==> config.mk <==
export PLATFORM = sky130hd
export DESIGN_NAME = mmp_mac_cell
export DESIGN_NICKNAME = d
export VERILOG_FILES = /design/src/rtl/mmp_pkg.sv /design/src/rtl/mmp_mac_cell.sv
export SDC_FILE = /design/constraint.sdc
export NUM_CORES = 2
export LEC_CHECK = 0
export BUFFER_PORTS_ARGS = -buffer_cell sky130_fd_sc_hd__buf_2
export CAP_MARGIN = 15
export CORE_MARGIN = 2
export CORE_UTILIZATION = 52
export DETAILED_ROUTE_END_ITERATION = 10
export PLACE_DENSITY = 0.75
export SKIP_CTS_REPAIR_TIMING = 1
export SYNTH_ARGS = -nofsm -noshare
export SYNTH_HDL_FRONTEND = slang
export SYNTH_SLANG_ARGS = --single-unit
export TNS_END_PERCENT = 1
==> constraint.sdc <==
create_clock -name clock -period 7.35 [get_ports clock]
set_input_delay 0.3675 -clock clock [delete_from_list [all_inputs] [get_ports clock]]
set_output_delay 0.3675 -clock clock [all_outputs]
set_load 0.02 [all_outputs]
==> src/rtl/mmp_pkg.sv <==
// shared constants, types and control codes of the 2^251-9 modular multiplier
package mmp_pkg;

   localparam int NUM_LIMBS   = 10;
   localparam int LIMB_BITS   = 26;
   localparam int TOP_BITS    = 17;
   localparam int PROD_LIMBS  = 2 * NUM_LIMBS;
   localparam int FOLD_ROUNDS = 3;
   localparam int ACC_BITS    = 56;
   localparam int CARRY_BITS  = 31;
   localparam int STEP_BITS   = 5;
   localparam int CNT_BITS    = 4;
   localparam int RND_BITS    = 2;

   localparam logic [LIMB_BITS-1:0] TOP_MASK = 26'h001FFFF;
   localparam logic [4:0] FOLD_MUL = 5'd9;

   typedef logic [LIMB_BITS-1:0]  limb_type;
   typedef logic [ACC_BITS-1:0]   acc_type;
   typedef logic [CARRY_BITS-1:0] carry_type;
   typedef logic [STEP_BITS-1:0]  step_type;
   typedef logic [CNT_BITS-1:0]   cnt_type;

   typedef enum logic [2:0] {
      ST_LOAD,
      ST_MUL,
      ST_FOLD,
      ST_FINAL,
      ST_RES
   } state_type;

   typedef enum logic [2:0] {
      OP_IDLE,
      OP_MUL_EMIT,
      OP_FOLD,
      OP_FINAL,
      OP_RES_LOAD
   } op_type;

   // control from the sequencer to the reduction chain
   typedef struct packed {
      op_type   op;
      step_type step;
      logic     first;
      logic     res_shift;
   } ctrl_type;

endpackage

==> src/rtl/mmp_mac_cell.sv <==
// one multiply-accumulate cell of the product row: holds one b limb and a column sum
module mmp_mac_cell (
   input  logic              clock,
   input  logic              reset,
   input  logic              en,
   input  logic              b_wr,
   input  logic              b_clr,
   input  mmp_pkg::limb_type b_val,
   input  mmp_pkg::limb_type a_val,
   input  mmp_pkg::acc_type  acc_right,
   output mmp_pkg::acc_type  acc
);

   mmp_pkg::limb_type b_ff, b_in;
   mmp_pkg::acc_type  acc_ff, acc_in;
   logic [2*mmp_pkg::LIMB_BITS-1:0] prod;

   // held b limb, cleared after each operation
   always_comb begin
      b_in = b_ff;
      if (b_clr) begin
         b_in = '0;
      end else if (b_wr) begin
         b_in = b_val;
      end
   end

   // partial product added to the sum handed over by the right neighbor
   assign prod = a_val * b_ff;

   always_comb begin
      acc_in = acc_ff;
      if (en) begin
         acc_in = acc_right + {{(mmp_pkg::ACC_BITS-2*mmp_pkg::LIMB_BITS){1'b0}}, prod};
      end
   end

   always_ff @(posedge clock) begin
      if (reset) begin
         b_ff   <= '0;
         acc_ff <= '0;
      end else begin
         b_ff   <= b_in;
         acc_ff <= acc_in;
      end
   end

   assign acc = acc_ff;

endmodule

==> out/results.ini <==
[run_status]
status=finished, final reports clean

[synthesis]
syn-instance-count=3106
async_flop_share_pct=0
synth-main-ff-cell=dfxtp_1
ys_warn_count=0
synth_edf_count=0
syn_avg_cell_area_um2=8.71
synth.distinct_cells=72
synth_seq_area_share_pct=6.07
netlist_area_mm2=0.0270
synth_fp_nets=4038
ys_seq_elements=82

[global_routing]
grtUsageMet3_pct=3.29
busiest_layer=met2
grt_pass1_wl_um=116000
grt_pass1_vias=22032
grt_use_met2_pct=49.6
grt.met1_usage_pct=34.2
antenna_found_initial=1
grt_max_degree=51
gr-total-overflow=0
grt_use_total_pct=28.1

[worst_setup_path]
critPathMaxFanout=11
crit_top_cell=fa_1
slowest_stage=dfxtp_1
required_ns=7.63
crit_family=adder cells
cp-start-kind=flop
cpPeakStageDelay_ns=0.66
cp-end-kind=flop
crit_arrival_ns=7.29
critPathKind=reg -> reg
r2r_start=b_ff[17]
worstPathCellList=buf_4 -> nand2_1 -> fa_1 -> inv_1 -> fa_1 -> fa_1 -> fa_1 -> fa_1 -> fa_1 -> inv_1 -> fa_1 -> inv_1 -> ha_1 -> nand2_1 -> nor4_1 -> buf_4 -> and4_1 -> o21ai_0 -> o211a_1 -> a21bo_2 -> o2111a_1 -> a221o_1
startpoint=b_ff[17]
path_buf_inv=5

[floorplan]
ios=169
coreArea_mm2=0.0514
die_y_um=232
die_x_um=232
core.rowCount=83
die-area_mm2=0.0538
start_util_pct=52.6

[hold_path]
hold_path_class=in -> reg
min-delay-start=b_val[16]

[cts]
numCtsBuffers=9
cts_root_buf=clkbuf_16
cts.sinks=82
worstSkewPairLatency_ns=0.40
h-tree-depth=3
clk_pin_slew_ns=0.07
cts_tree=built
cts_max_path_buffers=2

[timing]
slew_violations=0
setup_violations=0
fin_tns_setup_ns=0
period_share_pct=95.3
worst_pin_slew_ns=1.15
skew_ns=0.0226
layout_min_cycle_time_ns=7.01
hold_viol_final=0
clock.fmax_ghz=0.143
slew_headroom_pct=23.2
rsz0062_at_grt=no

[cells_and_area]
seq_area_mm2=0.00165
layout.nets=4168
area_delta_synth_final_pct=8.52
multi_input_area_mm2=0.0217
layout-drive-gt1-share_pct=10.1
fillerInstances=4550

[power]
ir_drop_uv=196
p_leak_nw=15.7
finalPower_mw=5.36
p_per_area_mw_per_mm2=183

[route]
drt_iter0_drc=1274
drt-total-wl_um=71800
drc=0
ant_nets=0
firstDrtPassIters=5
wl_per_cell_um=18.3
vias=20751
vias_per_cell=5.29

[place]
dpl.hpwl_um=60000
routabilityCongestion=0.952
io_buffers=168

[flow_run]
maxCapViolCount=0

-- metal layers --
metal,share of wire [%],up-vias
li1,-,9311
met1,37,10507
met3,6.3,182
met5,0,-
met2,52,751
met4,5.0,0
-- worst register-to-register path, cell delays in order (launching register included) --
cell and delay (ns):
dfxtp_1 0.66, buf_4 0.31, nand2_1 0.10, fa_1 0.57, inv_1 0.06, fa_1 0.40
fa_1 0.49, fa_1 0.59, fa_1 0.48, fa_1 0.51, inv_1 0.05, fa_1 0.47
inv_1 0.04, ha_1 0.28, nand2_1 0.13, nor4_1 0.39, buf_4 0.17, and4_1 0.17
o21ai_0 0.09, o211a_1 0.20, a21bo_2 0.26, o2111a_1 0.22, a221o_1 0.25
-- final cells by class --
type | instances | area share, %
multi-input cells | 2054 | 74.1
diodes | 1 | 0.00853
repair buffers | 282 | 6.12
inverters | 807 | 10.3
flip-flops and latches | 82 | 5.63
clock inverters | 5 | 0.124
clock buffers | 10 | 0.814
well taps | 680 | 2.90
-- cells in the final DEF, fill, tap and decap left out, types with 5 or more instances in the layout --
cell         n
nor3_1      12
o21bai_1    12
buf_12       8
xor2_1      14
clkbuf_16    9
mux2i_1     52
fa_1       628
xnor2_1     13
o21a_1       5
nor2_1      82
nand3b_1     6
o21ai_0     44
buf_4      106
or3_1        5
a211oi_1    12
a21oi_1     69
ha_1       191
and3_1      16
and2_1     290
nand4_1     12
dfxtp_1     73
buf_2      168
inv_1      807
nand3_1     15
o31ai_1      6
nand2_1    457
dfxtp_2      9
nand2b_1    10
a21o_1      31
-- Yosys cell counts (13+ instances only) --
cell | instances | area [µm²]
xor2_1 | 14 | 123
ha_1 | 191 | 2390
a21o_1 | 31 | 233
o21ai_0 | 44 | 220
inv_1 | 807 | 3030
a21oi_1 | 69 | 345
dfxtp_1 | 82 | 1640
xnor2_1 | 13 | 114
nor2_1 | 82 | 308
clkbuf_1 | 146 | 548
and2_1 | 290 | 1810
mux2i_1 | 52 | 521
nand3_1 | 15 | 75.1
and3_1 | 16 | 100
fa_1 | 628 | 12600
nand2_1 | 457 | 1720
-- power breakdown --
group | internal (mW) | switching, mW
combinational | 1.76 | 2.51
clock | 0.239 | 0.247
sequential | 0.537 | 0.0577
total | 2.54 | 2.82
-- cells by family after synthesis --
family                   Yosys count  share of synthesized area [%]
buffers and inverters            970                           13.5
AND/OR/NAND/NOR                  920                           16.3
multiplexers                      52                           1.93
flip-flops                        82                           6.07
XOR/XNOR                          27                          0.875
adder cells (fa/ha/maj)          819                           55.3
AO/OA/AOI/OAI                    236                           5.96
-- final timing paths --
kind                            endpoint  slack (ns)  cells after the start
worst max register to register   acc[48]        0.34                     22
worst min-delay path            b_ff[16]        0.21                      3
worst min register to register   acc[46]        0.44                      2
worst max-delay path             acc[48]        0.34                     22
-- stage by stage --
step                cells  worst slack, ns  hold slack (ns)  area, µm²  utilization (%)
global placement     3905            0.277            0.431      29100             56.5
CTS                  3920            0.171            0.179      29300             57.1
detailed placement   3905            0.163            0.436      29100             56.5
global route         3921           0.0392            0.218      29300             57.1
finish               3921            0.343            0.207      29300             57.1
floorplan            3106            0.636            0.515      27000                -
-- registers in the layout, indices dropped and copies added, names as in the netlist --
name / count
b_ff: 26
acc: 56
(Power assumes the default switching activity.)
