File: src/rtl/mmp_pkg.sv
// shared constants, types and control codes of the 2^251-9 modular multiplier
package mmp_pkg;

   localparam int NUM_LIMBS   = 10;
   localparam int LIMB_BITS   = 26;
   localparam int TOP_BITS    = 17;
   localparam int PROD_LIMBS  = 2 * NUM_LIMBS;
   localparam int FOLD_ROUNDS = 3;
   localparam int ACC_BITS    = 56;
   localparam int CARRY_BITS  = 31;
   localparam int STEP_BITS   = 5;
   localparam int CNT_BITS    = 4;
   localparam int RND_BITS    = 2;

   localparam logic [LIMB_BITS-1:0] TOP_MASK = 26'h001FFFF;
   localparam logic [4:0] FOLD_MUL = 5'd9;

   typedef logic [LIMB_BITS-1:0]  limb_type;
   typedef logic [ACC_BITS-1:0]   acc_type;
   typedef logic [CARRY_BITS-1:0] carry_type;
   typedef logic [STEP_BITS-1:0]  step_type;
   typedef logic [CNT_BITS-1:0]   cnt_type;

   typedef enum logic [2:0] {
      ST_LOAD,
      ST_MUL,
      ST_FOLD,
      ST_FINAL,
      ST_RES
   } state_type;

   typedef enum logic [2:0] {
      OP_IDLE,
      OP_MUL_EMIT,
      OP_FOLD,
      OP_FINAL,
      OP_RES_LOAD
   } op_type;

   // control from the sequencer to the reduction chain
   typedef struct packed {
      op_type   op;
      step_type step;
      logic     first;
      logic     res_shift;
   } ctrl_type;

endpackage

File: src/rtl/mmp_reduce.sv
// product limb chain with serial carry, fold by 9, final subtract and residue chain
module mmp_reduce (
   input  logic               clock,
   input  logic               reset,
   input  mmp_pkg::ctrl_type  ctrl,
   input  mmp_pkg::acc_type   col_in,
   output mmp_pkg::limb_type  res_head
);

   mmp_pkg::limb_type  prod_ff [mmp_pkg::PROD_LIMBS];
   mmp_pkg::limb_type  prod_in [mmp_pkg::PROD_LIMBS];
   mmp_pkg::limb_type  w_ff    [mmp_pkg::NUM_LIMBS];
   mmp_pkg::limb_type  w_in    [mmp_pkg::NUM_LIMBS];
   mmp_pkg::limb_type  res_ff  [mmp_pkg::NUM_LIMBS];
   mmp_pkg::limb_type  res_in  [mmp_pkg::NUM_LIMBS];
   mmp_pkg::carry_type carry_ff, carry_in, carry_src;

   mmp_pkg::limb_type head, low, hi, tail;
   logic [mmp_pkg::ACC_BITS:0] msum;
   logic [31:0] fsum;
   logic [mmp_pkg::LIMB_BITS:0] ssum;
   logic sel_w;

   assign head = prod_ff[0];

   // carry starts at zero, or at nine for the final subtract
   always_comb begin
      carry_src = carry_ff;
      if (ctrl.first) begin
         carry_src = (ctrl.op == mmp_pkg::OP_FINAL)
                   ? {{(mmp_pkg::CARRY_BITS-5){1'b0}}, mmp_pkg::FOLD_MUL} : '0;
      end
   end

   // column sum plus carry during product emission
   assign msum = {1'b0, col_in}
               + {{(mmp_pkg::ACC_BITS+1-mmp_pkg::CARRY_BITS){1'b0}}, carry_src};

   // low part and shifted high part of limb k for one fold step
   always_comb begin
      low = '0;
      if (ctrl.step < 5'd9) begin
         low = head;
      end else if (ctrl.step == 5'd9) begin
         low = head & mmp_pkg::TOP_MASK;
      end
      hi = '0;
      if (ctrl.step <= 5'd9) begin
         hi = {prod_ff[10][mmp_pkg::TOP_BITS-1:0], prod_ff[9][25:mmp_pkg::TOP_BITS]};
      end else if (ctrl.step == 5'd10) begin
         hi = {{mmp_pkg::TOP_BITS{1'b0}}, prod_ff[9][25:mmp_pkg::TOP_BITS]};
      end
   end

   assign fsum = {6'b0, low} + {3'b0, hi, 3'b0} + {6'b0, hi} + {26'b0, carry_src[5:0]};
   assign ssum = {1'b0, head} + {22'b0, carry_src[4:0]};

   // new limb entering the tail of the product chain
   always_comb begin
      case (ctrl.op)
         mmp_pkg::OP_MUL_EMIT: tail = msum[mmp_pkg::LIMB_BITS-1:0];
         mmp_pkg::OP_FOLD:     tail = fsum[mmp_pkg::LIMB_BITS-1:0];
         default:              tail = head;
      endcase
   end

   // product chain: shift toward the head, tail fed per phase
   always_comb begin
      for (int j = 0; j < mmp_pkg::PROD_LIMBS; j++) begin
         prod_in[j] = prod_ff[j];
      end
      if (ctrl.op == mmp_pkg::OP_MUL_EMIT || ctrl.op == mmp_pkg::OP_FOLD ||
          ctrl.op == mmp_pkg::OP_FINAL) begin
         for (int j = 0; j < mmp_pkg::PROD_LIMBS - 1; j++) begin
            prod_in[j] = prod_ff[j+1];
         end
         prod_in[mmp_pkg::PROD_LIMBS-1] = tail;
      end
   end

   // carry register per phase
   always_comb begin
      case (ctrl.op)
         mmp_pkg::OP_MUL_EMIT: carry_in = msum[mmp_pkg::ACC_BITS:mmp_pkg::LIMB_BITS];
         mmp_pkg::OP_FOLD:     carry_in = {25'b0, fsum[31:26]};
         mmp_pkg::OP_FINAL:    carry_in = {30'b0, ssum[mmp_pkg::LIMB_BITS]};
         default:              carry_in = carry_ff;
      endcase
   end

   // p-subtracted candidate chain, filled during the final pass
   always_comb begin
      for (int j = 0; j < mmp_pkg::NUM_LIMBS; j++) begin
         w_in[j] = w_ff[j];
      end
      if (ctrl.op == mmp_pkg::OP_FINAL) begin
         for (int j = 0; j < mmp_pkg::NUM_LIMBS - 1; j++) begin
            w_in[j] = w_ff[j+1];
         end
         w_in[mmp_pkg::NUM_LIMBS-1] = ssum[mmp_pkg::LIMB_BITS-1:0];
      end
   end

   // value + 9 reached 2^251 when bit 17 of the top candidate limb is set
   assign sel_w = w_ff[mmp_pkg::NUM_LIMBS-1][mmp_pkg::TOP_BITS];

   // residue chain: parallel load, then shift out one limb per item
   always_comb begin
      for (int j = 0; j < mmp_pkg::NUM_LIMBS; j++) begin
         res_in[j] = res_ff[j];
      end
      if (ctrl.op == mmp_pkg::OP_RES_LOAD) begin
         for (int j = 0; j < mmp_pkg::NUM_LIMBS; j++) begin
            res_in[j] = sel_w ? w_ff[j] : prod_ff[mmp_pkg::NUM_LIMBS + j];
         end
         if (sel_w) begin
            res_in[mmp_pkg::NUM_LIMBS-1] = w_ff[mmp_pkg::NUM_LIMBS-1] & mmp_pkg::TOP_MASK;
         end
      end else if (ctrl.res_shift) begin
         for (int j = 0; j < mmp_pkg::NUM_LIMBS - 1; j++) begin
            res_in[j] = res_ff[j+1];
         end
         res_in[mmp_pkg::NUM_LIMBS-1] = '0;
      end
   end

   always_ff @(posedge clock) begin
      prod_ff  <= prod_in;
      w_ff     <= w_in;
      res_ff   <= res_in;
      if (reset) begin
         carry_ff <= '0;
      end else begin
         carry_ff <= carry_in;
      end
   end

   assign res_head = res_ff[0];

endmodule

File: config.mk
export PLATFORM = sky130hd
export DESIGN_NAME = mmp_reduce
export DESIGN_NICKNAME = d
export VERILOG_FILES = /design/src/rtl/mmp_pkg.sv /design/src/rtl/mmp_reduce.sv
export SDC_FILE = /design/constraint.sdc
export NUM_CORES = 1
export LEC_CHECK = 0
export ABC_AREA = 1
export BUFFER_PORTS_ARGS = -buffer_cell sky130_fd_sc_hd__buf_2
export CAP_MARGIN = 20
export CORE_UTILIZATION = 45
export CTS_CLUSTER_SIZE = 8
export DETAILED_ROUTE_END_ITERATION = 7
export GPL_TIMING_DRIVEN = 0
export PLACE_DENSITY = 0.65
export REMOVE_ABC_BUFFERS = 1
export SLEW_MARGIN = 25
export SYNTH_ARGS = -nofsm -noshare
export SYNTH_HDL_FRONTEND = slang
export SYNTH_SLANG_ARGS = --single-unit
File: constraint.sdc
create_clock -name clock -period 29.7 [get_ports clock]
set_clock_uncertainty 0.05 [all_clocks]
set_input_delay 1.485 -clock clock [delete_from_list [all_inputs] [get_ports clock]]
set_output_delay 1.485 -clock clock [all_outputs]
set_load 0.02 [all_outputs]
==> key figures <==
Final layout
  – Fin area: 52700 sq um
  – Layout cell share with drive strength beyond 1: 10.6%
  – Finished Layout Cells: 5479
  – Layout overhead on the synthesized area: 15.5%
  – Final Net Count: 4275

STA
  – Final-report hold violation count: 0
  – Max-slew violations: 0
  – Setup TNS: 0 ns
  – Worst Hold Slack: 0.330 ns
  – RSZ-0062 raised after global routing: no
  – Period utilization: 20.1%
  – Max Clk Rate: 0.168 GHz
  – Max-slew headroom: 37.6%
  – Final Critical Period: 5.97 ns
  – Worst Max-Slew Pin Slew: 0.934 ns
  – Final setup fails: 0

Power and ir drop
  – Int Pwr: 2.79 mW
  – Leak: 20.2 nW
  – Peak supply drop: between 50 and 60 uV
  – Reg power frac: 50.4%
  – Comb power frac: 7.2%
  – Pwr Density: 68.7 nW/um^2
  – Sw Pwr: between 0.8 and 0.9 mW
  – Sw Ratio: 22.9%
  – Clk pwr share: a little over two fifths

Die
  – Die Y: approximately 320 microns
  – Die W: 320 microns
  – Rows: around 120
  – Die area: 103000 sq um
  – Core area: 100000 sq um
  – Initial core utilization: 45.5%
  – I/O pins: 94

Clock network
  – H-tree depth: 4
  – Root Buffer: clkbuf_16
  – Max Root-Sink Buffers: 3
  – CTS tree: done
  – Worst skew pair latency: 0.74 ns
  – Clock transition at path regs: 0.05 ns
  – Post-CTS Setup Bufs: 0
  – Post-CTS sizing: 0
  – CTS Buf Count: 153
  – TritonCTS Sinks: between 1000 and 1500
  – Cts hold-fix bufs: 0

Synthesis
  – Cell taking the most area after synthesis: edfxtp_1
  – Post-Syn Instances: 3909
  – Syn_area_per_cell: ~12 sq um
  – Synth warnings: 0
  – Commonest cells in the netlist: edfxtp_1, nand2_1, nor2_1, inv_1, a31oi_1
  – Mapped Area: around 46000 sq um
  – Share of the synthesized area in the top cell type: 68.5%
  – Synthesis-stage register bit count: 1071
  – Share of flip-flops with an asynchronous set or reset: 0%
  – Yosys cell types: 47
  – Main flop type after synthesis: edfxtp_1
  – Largest cells by area after synthesis: edfxtp_1, nand2_1, nor2_1, a31oi_1, inv_1
  – Most frequent cell after synthesis: edfxtp_1
  – Sequential share of the synthesized area: 69.9%
  – Post-synth EDFFs: 1040

Drt
  – First DRT Iteration DRCs: 2351
  – Drt via density: 5.21
  – Drt pass-1 iters: 6
  – Routed len/inst: 18.4 microns
  – Via count of the routed design: 28500
  – Post-DRT Antenna Nets: 0
  – DRC Markers: 0
  – WL final: 101000 microns

Placed design
  – IO buf count: 93
  – Placed Cells: ~5300
  – Placed instance area: 48500 sq um
  – Gp weighted congestion: 0.934
  – Dpl hpwl: 68900 microns

Global route
  – Global Route Usage Sum: 19.8%
  – Initial antenna violation count: 3
  – Pin count of the biggest net entering global routing: 105
  – Global-route wire length before repair: 156000 microns
  – Global route overflow: 0
  – Vias in the first global route: roughly 28000

Hold path
  – Hold Path Depth: 0
  – Hold path endpoint: prod_ff[409]$_DFFE_PP_
  – HP Class: reg2reg
  – Min-delay src: prod_ff[383]$_DFFE_PP_

Critical path
  – Worst Setup Path Type: in2reg
  – CP Data Required Time: 30.02 ns
  – Critical path startpoint category: input pin
  – Worst path slowest cell: nand2_2
  – Crit-path max FO: 29
  – Worst path cell trace: buf_2 > inv_1 > o211ai_1 > nand2_2 > inv_1 > nor2_1 > inv_1 > nand2_1 > inv_1 > fa_1 > inv_1 > fa_1 > inv_1 > ha_1 > o21ai_0 > inv_1 > a21o_1 > nand2_1 > nand2_1 > o21ai_0 > o211ai_1
  – R2R Setup Slk: 25.48 ns
  – Critical Path AT: between 6 and 7 ns
  – CP dominant cell by count: inv_1
  – Worst R2R Path Depth: 16
  – Worst setup EP type: register
  – Crit Reg-Reg Endpoint: prod_ff[22]$_DFFE_PP_
  – Crit-path max cell delay: roughly 0.52 ns
  – RR Startpoint: carry_ff[3]$_SDFFE_PP0P_

Status
  – Status: completed

Run
  – Max Cap Violations: 0
how the worst max path moves through the flow:
stage,start,to,cells after the start
3_5_place_dp,ctrl[6],prod_ff[17]$_DFFE_PP_,21
2_1_floorplan,ctrl[9],carry_ff[0]$_SDFFE_PP0P_,8
5_1_grt,ctrl[6],prod_ff[17]$_DFFE_PP_,22
6_report,ctrl[6],prod_ff[17]$_DFFE_PP_,21
4_1_cts,ctrl[6],prod_ff[17]$_DFFE_PP_,21
3_3_place_gp,ctrl[9],prod_ff[213]$_DFFE_PP_,6
per-layer routing:
layer  global-route usage (%)  vias to the layer above  share of wire (%)
li1                         -                    13800                  -
met1                     28.1                    13900                 46
met2                     31.1                      718                 46
met3                     3.21                      137                5.0
met4                     6.65                        0                2.5
met5                        0                        -                  0
power by group through the flow:
stage	sequential [mW]	combinational [mW]	clock (mW)
6_report	1.82	0.262	1.53
5_1_grt	1.83	0.292	1.63
4_1_cts	1.83	0.264	1.57
3_3_place_gp	1.88	0.264	0
2_1_floorplan	1.87	0.179	0
3_5_place_dp	1.85	0.262	0
critical path: cells and delay by family:
family | cells | cell delay (ns)
compound gates | 5 | 1.26
buf+inv | 8 | 1.07
fa+ha+maj | 3 | 1.38
simple gates | 5 | 1.02
per-stage QoR:
stage | total power [mW] | setup slack (ns) | utilization, %
after floorplan | 2.05 | -0.447 | -
after global placement | 2.14 | -27.76 | 46.9
after detailed placement | 2.11 | 23.05 | 48.3
after CTS | 3.66 | 23.84 | 52.5
after global routing | 3.75 | 23.51 | 52.5
final | 3.62 | 23.73 | 52.5
cell type report:
| cell class | count | area, sq um |
|---|---|---|
| Clock buffer | 167 | 3880 |
| Clock inverter | 19 | 315 |
| Fill cell | 8441 | 47600 |
| Sequential cell | 1071 | 31900 |
| Inverter | 376 | 1430 |
| Antenna cell | 1 | 2.50 |
| Tap cell | 1357 | 1700 |
| Timing Repair Buffer | 182 | 1860 |
| Multi-Input combinational cell | 2306 | 11600 |
sequential cells by signal, summed over array words and instances (netlist names):
signal and count:
res_head 26, res_ff 234, sel_w 1, carry_ff 31
w_ff 259, head 26, prod_ff 494
kinds of logic (layout without fill, tap and decap cells):
logic type | count (synthesis) | count (layout) | synth area share, %
AND/OR/NAND/NOR | 1709 | 1709 | 15.2
flip-flops | 1071 | 1071 | 69.9
buffers and inverters | 532 | 744 | 4.72
AO/OA/AOI/OAI | 447 | 447 | 5.82
adder cells (fa/ha/maj) | 117 | 117 | 3.71
XOR/XNOR | 33 | 33 | 0.634
other | 0 | 1 | 0
layout by cell type (no fill, tap or decap), drive strengths merged, types with 31 or more instances in the layout:
cell and n:
inv 382, clkbuf 167, dfxtp 31, ha 87
o21ai 58, buf 182, nor2 444, a31oi 235
nand2 1034, edfxtp 1040, a21oi 118, nand3 155
Power figures use the tool's default switching activity.
